[src/hw/rtl/bpc_pkg.sv]
`timescale 1ns / 1ps
// ----------------------------------------------------------------------------
// bpc_pkg
// shared types, constants and helpers of the pressure compensation datapath
// ----------------------------------------------------------------------------
package bpc_pkg;

	localparam int unsigned DIV_W = 32;
	localparam int unsigned CFG_IDX_W = 3;

	// configuration register indexes
	typedef enum logic [CFG_IDX_W-1:0] {
		CFG_AC1_AC2   = 3'd0,
		CFG_AC3_AC4   = 3'd1,
		CFG_AC5_AC6   = 3'd2,
		CFG_B1_B2     = 3'd3,
		CFG_MC_MD     = 3'd4,
		CFG_OVERSAMPL = 3'd5
	} cfg_idx_t;

	localparam logic [31:0] C_B6_OFFSET = 32'd4000;
	localparam logic [31:0] C_P_SQ_MUL  = 32'd3038;
	localparam logic [31:0] C_P_LIN_MUL = 32'hFFFF_E343; // -7357
	localparam logic [31:0] C_P_OFFSET  = 32'd3791;
	localparam logic [31:0] C_B7_SCALE  = 32'd50000;
	localparam logic [31:0] C_X3_BIAS   = 32'd32768;
	localparam logic [31:0] C_HALF_WRAP = 32'h8000_0000;
	localparam logic [1:0]  C_OSS_RESET = 2'd3;

	function automatic logic [31:0] sx16(input logic [15:0] v);
		return {{16{v[15]}}, v};
	endfunction

endpackage

[src/hw/rtl/bpc_div.sv]
`timescale 1ns / 1ps
// ----------------------------------------------------------------------------
// bpc_div
// pipelined unsigned 32 by 32 divider, one quotient bit per stage
// ----------------------------------------------------------------------------
module bpc_div #(
	parameter int SIDE_W = 1
) (
	input  logic                         clk,
	input  logic                         arst_n,
	input  logic                         en,
	input  logic                         in_valid,
	input  logic [bpc_pkg::DIV_W-1:0]    dividend,
	input  logic [bpc_pkg::DIV_W-1:0]    divisor,
	input  logic [SIDE_W-1:0]            side_in,
	output logic                         out_valid,
	output logic [bpc_pkg::DIV_W-1:0]    quotient,
	output logic [SIDE_W-1:0]            side_out
);

	localparam int N = bpc_pkg::DIV_W;

	logic          vld_s  [1:N];
	logic [N-1:0]  rem_s  [1:N];
	logic [N-1:0]  num_s  [1:N];
	logic [N-1:0]  den_s  [1:N];
	logic [SIDE_W-1:0] side_s [1:N];

	for (genvar k = 0; k < N; k++) begin : g_stage
		logic          cur_vld;
		logic [N-1:0]  cur_rem;
		logic [N-1:0]  cur_num;
		logic [N-1:0]  cur_den;
		logic [SIDE_W-1:0] cur_side;
		logic [N:0]    trial;
		logic [N:0]    diff;
		logic          ge;

		if (k == 0) begin : g_first
			assign cur_vld  = in_valid;
			assign cur_rem  = '0;
			assign cur_num  = dividend;
			assign cur_den  = divisor;
			assign cur_side = side_in;
		end else begin : g_next
			assign cur_vld  = vld_s[k];
			assign cur_rem  = rem_s[k];
			assign cur_num  = num_s[k];
			assign cur_den  = den_s[k];
			assign cur_side = side_s[k];
		end

		// restoring step: remainder stays below a nonzero divisor
		assign trial = {cur_rem, cur_num[N-1]};
		assign diff  = trial - {1'b0, cur_den};
		assign ge    = (trial >= {1'b0, cur_den});

		always_ff @(posedge clk or negedge arst_n) begin
			if (!arst_n) begin
				vld_s[k+1] <= 1'b0;
			end else if (en) begin
				vld_s[k+1] <= cur_vld;
			end
		end

		always_ff @(posedge clk) begin
			if (en) begin
				rem_s[k+1]  <= ge ? diff[N-1:0] : trial[N-1:0];
				num_s[k+1]  <= {cur_num[N-2:0], ge};
				den_s[k+1]  <= cur_den;
				side_s[k+1] <= cur_side;
			end
		end
	end

	assign out_valid = vld_s[N];
	assign quotient  = num_s[N];
	assign side_out  = side_s[N];

endmodule

[config.mk]
export PLATFORM = sky130hd
export DESIGN_NAME = bpc_div
export DESIGN_NICKNAME = d
export VERILOG_FILES = /design/src/hw/rtl/bpc_pkg.sv /design/src/hw/rtl/bpc_div.sv
export SDC_FILE = /design/constraint.sdc
export NUM_CORES = 2
export LEC_CHECK = 0
export BUFFER_PORTS_ARGS = -buffer_cell sky130_fd_sc_hd__buf_2
export CELL_PAD_IN_SITES_DETAIL_PLACEMENT = 1
export CELL_PAD_IN_SITES_GLOBAL_PLACEMENT = 2
export CORE_ASPECT_RATIO = 2
export CORE_MARGIN = 1.5
export CORE_UTILIZATION = 49
export DETAILED_ROUTE_END_ITERATION = 16
export GPL_TIMING_DRIVEN = 0
export MAX_ROUTING_LAYER = met4
export PLACE_DENSITY = 0.88
export SLEW_MARGIN = 20
export SYNTH_ARGS = -nofsm -noshare
export SYNTH_HDL_FRONTEND = slang
export SYNTH_SLANG_ARGS = --single-unit
[constraint.sdc]
create_clock -name clk -period 11.6 [get_ports clk]
set_input_delay 0 -clock clk [delete_from_list [all_inputs] [get_ports clk]]
set_output_delay 0 -clock clk [all_outputs]
set_load 0.02 [all_outputs]
**Word-level counts from Yosys, hierarchy flattened**

Memories as Yosys holds them, arrays and structs flattened.
Index checks and enable logic that the tools add are counted.

- Register bits after elaboration: 32
- RAM bits: 3104
- Memories: 4
- Output and inout bits: 34
- Word-level logic and storage cells: 134

Memory list:

| memory | words | width | read ports | clocked after Yosys merged registers in | wr ports | RTL line | source |
|---|---|---|---|---|---|---|---|
| den_s | 32 | 32 | 31 | 0 | 32 | bpc_div.sv:26 | `logic [N-1:0] den_s [1:N];` |
| num_s | 32 | 32 | 32 | 0 | 32 | bpc_div.sv:25 | `logic [N-1:0] num_s [1:N];` |
| rem_s | 32 | 32 | 31 | 0 | 32 | bpc_div.sv:24 | `logic [N-1:0] rem_s [1:N];` |
| side_s | 32 | 1 | 32 | 0 | 32 | bpc_div.sv:27 | `logic [SIDE_W-1:0] side_s [1:N];` |

- Add/sub/neg operators: 32
- Multiplexer cells: 34
- Order comparisons: 32

Operator list:

| kind | number |
|---|---|
| 2-to-1 mux 32 bit | 32 |
| >= comparator 33 x 32 -> 1 bit | 31 |
| subtractor 32 bit | 31 |
| >= comparator 1 x 32 -> 1 bit | 1 |
| subtractor 1 x 32 -> 32 bit | 1 |
| 2-to-1 mux 1 bit | 2 |

**Longest topological paths before layout**

An unclocked memory read counts as a cell.

- Word-level depth: 3
- Depth in mapped cells: 16
- Gate-level depth less buffers: 14

**Worst setup path after synthesis**

Ideal clock, no wire load.

- Kind: reg2reg
- Start: reg, netlist name den_s[0][673]
- End: reg, netlist name rem_s[0][722]
- Arrival time: 3.374 ns
- Library setup time: 0.262 ns
- Buffers on the path: 1
- Setup slack: 7.963 ns
- Data required time: 11.338 ns
- Cell stages (with the launch flop): 14
- Clock period less this slack: 3.637 ns
- Cells stage by stage: edfxtp_1 > inv_1 > ha_1 > nor2b_1 > o31a_1 > o31a_1 > o22ai_2 > o31a_1 > nor3_1 > o31a_1 > o2111a_1 > a2111oi_4 > buf_2 > mux2_1

==> impl_metrics.json <==
{
  "run_status": "complete, no violations",
  "crit_cells": 15,
  "nNetsFinal": 14200,
  "dp_hpwl_mm": 371,
  "syn_nets": 13700,
  "drt_pre_antenna_iters": 7,
  "remaining_global_route_overflow": 0,
  "largest_family_of_logic_cells_by_synthesized_area": "compound AO/OA/AOI/OAI gates",
  "clock-sinks": 3072,
  "unrepaired_setup_endpoints_after_global_routing": "false",
  "synth_compound_area_share_pct": 12.8,
  "timing.critical_path.cells": "inv_1 > ha_1 > o21ai_0 > a21oi_1 > o21ai_0 > o31ai_1 > a211o_1 > nand2_1 > o21ai_1 > a41o_1 > a31oi_2 > buf_2 > buf_2 > nand2_1 > o21ai_0",
  "syn-instance-count": 12600,
  "detailedRoute.firstIterationViolations": 5274,
  "worst_ep_arrival_ns": 6.48,
  "final_util_pct": 54.8,
  "unique_cell_type_count_in_the_yosys_netlist": 87,
  "gp_congestion": 0.980,
  "largest_net_degree_at_the_start_of_global_routing": 161,
  "pwr_density_cell_mw_per_mm2": 291,
  "io_pins": 103,
  "final_hold_viol_count": 0,
  "synth_flop_cell": "edfxtp_1",
  "vias_per_cell": 5.80,
  "drt_wl_total_mm": 475,
  "post-route-min-period_ns": 5.87,
  "die_width_um": 400,
  "synth-edff-count": 3040,
  "floorplan.die.height_um": 798,
  "crit_family": "compound AO/OA/AOI/OAI gates",
  "syn2layout_area_growth_pct": 11.3,
  "coreArea_mm2": 0.314,
  "worstMarginPinSlew_ns": 1.21,
  "grt_first_pass_wirelength_mm": 697,
  "antenna_violations_before_repair": 11,
  "ff_to_ff_setup_slack_ns": 5.73,
  "post_synth_mux_area_share_pct": 3.39,
  "ant_nets": 0,
  "buffer_ports.inserted": 102,
  "cts-root-to-sink-buffers": 4,
  "htree_depth": 5,
  "synth.yosys.seq_area_share_pct": 59.5,
  "worst_ep_required_time_ns": 12.21,
  "slowest_delay_ns": 0.88,
  "core.rowCount": 291,
  "worst-r2r-cell-count": 15,
  "cpMaxStageDelayCell": "o21ai_1",
  "ctsRootBufferMaster": "clkbuf_16",
  "synth_top_cell_by_area": "edfxtp_1",
  "post_synthesis_adder_cell_area_fraction_pct": 8.43,
  "initial_core_util_pct": 49.2,
  "crit_path_max_fanout": 10,
  "max-vdd-ir-drop_uv": 226,
  "route.vias.total": 101000,
  "vias_in_the_first_global_route": 111000,
  "drcViolationCount": 0,
  "report.final.setup_viol": 0,
  "p_leak_uw": 0.0682,
  "avgRoutedWirePerCell_um": 27.2,
  "clock_insertion_delay_worst_skew_ns": 0.96,
  "yosys_warnings": 0,
  "grt_usage_pct": 30.3,
  "synth-simple-area-share_pct": 7.51,
  "maxSlewHeadroom_pct": 19.2,
  "floorplan_die_area_mm2": 0.319,
  "cp-endpoint": "rem_s[0][446]$_DFFE_PP_",
  "timing.critical_path.from": "den_s[0][386]$_DFFE_PP_",
  "finalClockSkew_ns": 0.0519,
  "synth.top_cell.area_share_pct": 59.0,
  "cts_buffers": 293,
  "tritoncts": "built",
  "maxClockFrequency_mhz": 170,
  "synth.cell_area_mm2": 0.155,
  "maxCapViolations": 0,
  "placed_cell_area_mm2": 0.161,
  "synth.area.top_cells": "edfxtp_1 (59%), ha_1 (8.0%), mux2_2 (3.1%), a21oi_1 (3.0%), inv_1 (3.0%)",
  "setup.worst_path.class": "reg -> reg",
  "finish.instance_area_mm2": 0.172,
  "slew_violations": 0,
  "worstReg2RegStart": "den_s[0][386]$_DFFE_PP_",
  "min_path_type": "in -> reg",
  "post-route-period-util_pct": 50.6,
  "syn_area_per_cell_um2": 12.3,
  "worst_setup_path_start_kind": "register",
  "worst-path-buf-inv": 3,
  "timing.rr.end": "rem_s[0][446]$_DFFE_PP_",
  "totalNegativeSetupSlack_ns": 0,
  "most_repeated_library_cell_on_the_critical_path": "o21ai_0",
  "ys_seq_elements": 3072,
  "async_reset_ff_share_pct": 1.04,
  "clk_pin_slew_ns": 0.08,
  "ctsResizeCount": 0,
  "hp-start": "en",
  "fraction_of_layout_cells_with_a_size_suffix_above_1_pct": 8.32,
  "endpoint_kind": "register",
  "post_synth_xor_area_fraction_pct": 4.55
}
cell usage in the layout (no fill, tap or decap), types with 203 or more instances in the layout:
| cell | n |
|---|---|
| edfxtp_1 | 3040 |
| inv_1 | 1234 |
| ha_1 | 994 |
| a21oi_1 | 933 |
| nand2_1 | 899 |
| o21ai_0 | 874 |
| nor2_1 | 512 |
| xnor2_1 | 479 |
| a21o_1 | 464 |
| mux2_2 | 431 |
| xor2_1 | 324 |
| clkbuf_1 | 304 |
| clkbuf_16 | 304 |
| nand3_1 | 203 |
cells by family after synthesis:
| kind of cell | after synthesis |
|---|---|
| flops | 3072 |
| fa+ha+maj | 1024 |
| mux | 470 |
| compound gates | 3197 |
| buf+inv | 1541 |
| simple gates | 2457 |
| xor+xnor | 803 |
cell usage after synthesis (all sizes together) (19+ instances only):
master / instances
mux2: 432
a21boi: 43
o41a: 19
nor3: 124
and4: 25
fa: 30
nor2b: 124
nand2b: 120
nand4: 152
o21ai: 892
a211o: 30
a41oi: 19
a21o: 464
mux2i: 38
xor2: 324
and2: 39
a221oi: 27
o21a: 127
nand2: 899
a31o: 23
nand3: 203
nor2: 512
and3: 89
or3: 37
a31oi: 97
edfxtp: 3040
nor4: 39
or2: 30
buf: 40
xnor2: 479
clkbuf: 267
ha: 994
o211ai: 50
dfrtp: 32
a21oi: 934
o21bai: 111
o31a: 46
inv: 1234
a221o: 20
o31ai: 60
a211oi: 78
registers in the layout (all words and copies together), names as in the netlist:
register and cells:
side_s 32, num_s 1024, rem_s 992, den_s 992, out_valid 1, g_stage.cur_vld 31
layer usage:
metal | GRT usage, % | wire length, µm | vias to the layer above
li1 | - | - | 47400
met2 | 60.0 | 273000 | 1931
met1 | 24.0 | 141000 | 50600
met5 | - | 0 | -
met3 | 3.12 | 11500 | 1393
met4 | 26.2 | 49400 | 0
cell type report:
class	instances	area, µm²
fillers	32000	142000
flip-flops and latches	3072	92100
multi-input cells	7951	56900
clock buffers	343	7750
well taps	4102	5130
inverters	1234	4630
repair buffers	265	2540
clock inverters	178	1890
plain buffers	307	1190
diodes	28	70.1
power by group:
part	switching [µW]	total [µW]	internal (µW)
Combinational	13600	22200	8640
Clock	4380	9940	5560
Sequential	1990	17900	15900
metrics by stage:
step,hold slack (ns),setup slack [ns],cells,power [µW]
after floorplan,-0.296,7.96,12600,31900
after global placement,0.0596,-36.87,16800,40400
after detailed placement,0.0874,5.68,16800,40100
after CTS,0.0125,5.63,17500,50300
after global routing,0.0656,5.67,17500,52600
final,0.0639,5.73,17500,50000
how the worst min path moves through the flow:
stage	end	slack, ns	cells after the start
after floorplan	g_stage[10].cur_vld$_DFFE_PN0P_	-0.30	0
final	num_s[0][120]$_DFFE_PP_	0.06	2
after global routing	num_s[1][30]$_DFFE_PP_	0.07	2
after CTS	rem_s[0][293]$_DFFE_PP_	0.01	2
after detailed placement	g_stage[1].cur_vld$_DFFE_PN0P_	0.09	1
after global placement	g_stage[1].cur_vld$_DFFE_PN0P_	0.06	1
what timing repair did:
item | 4_1_cts | 5_1_grt
setup buffers | 0 | 0
hold buffers | 136 | 0
endpoints found under the hold margin | 437 | 0
(Power assumes the default switching activity.)
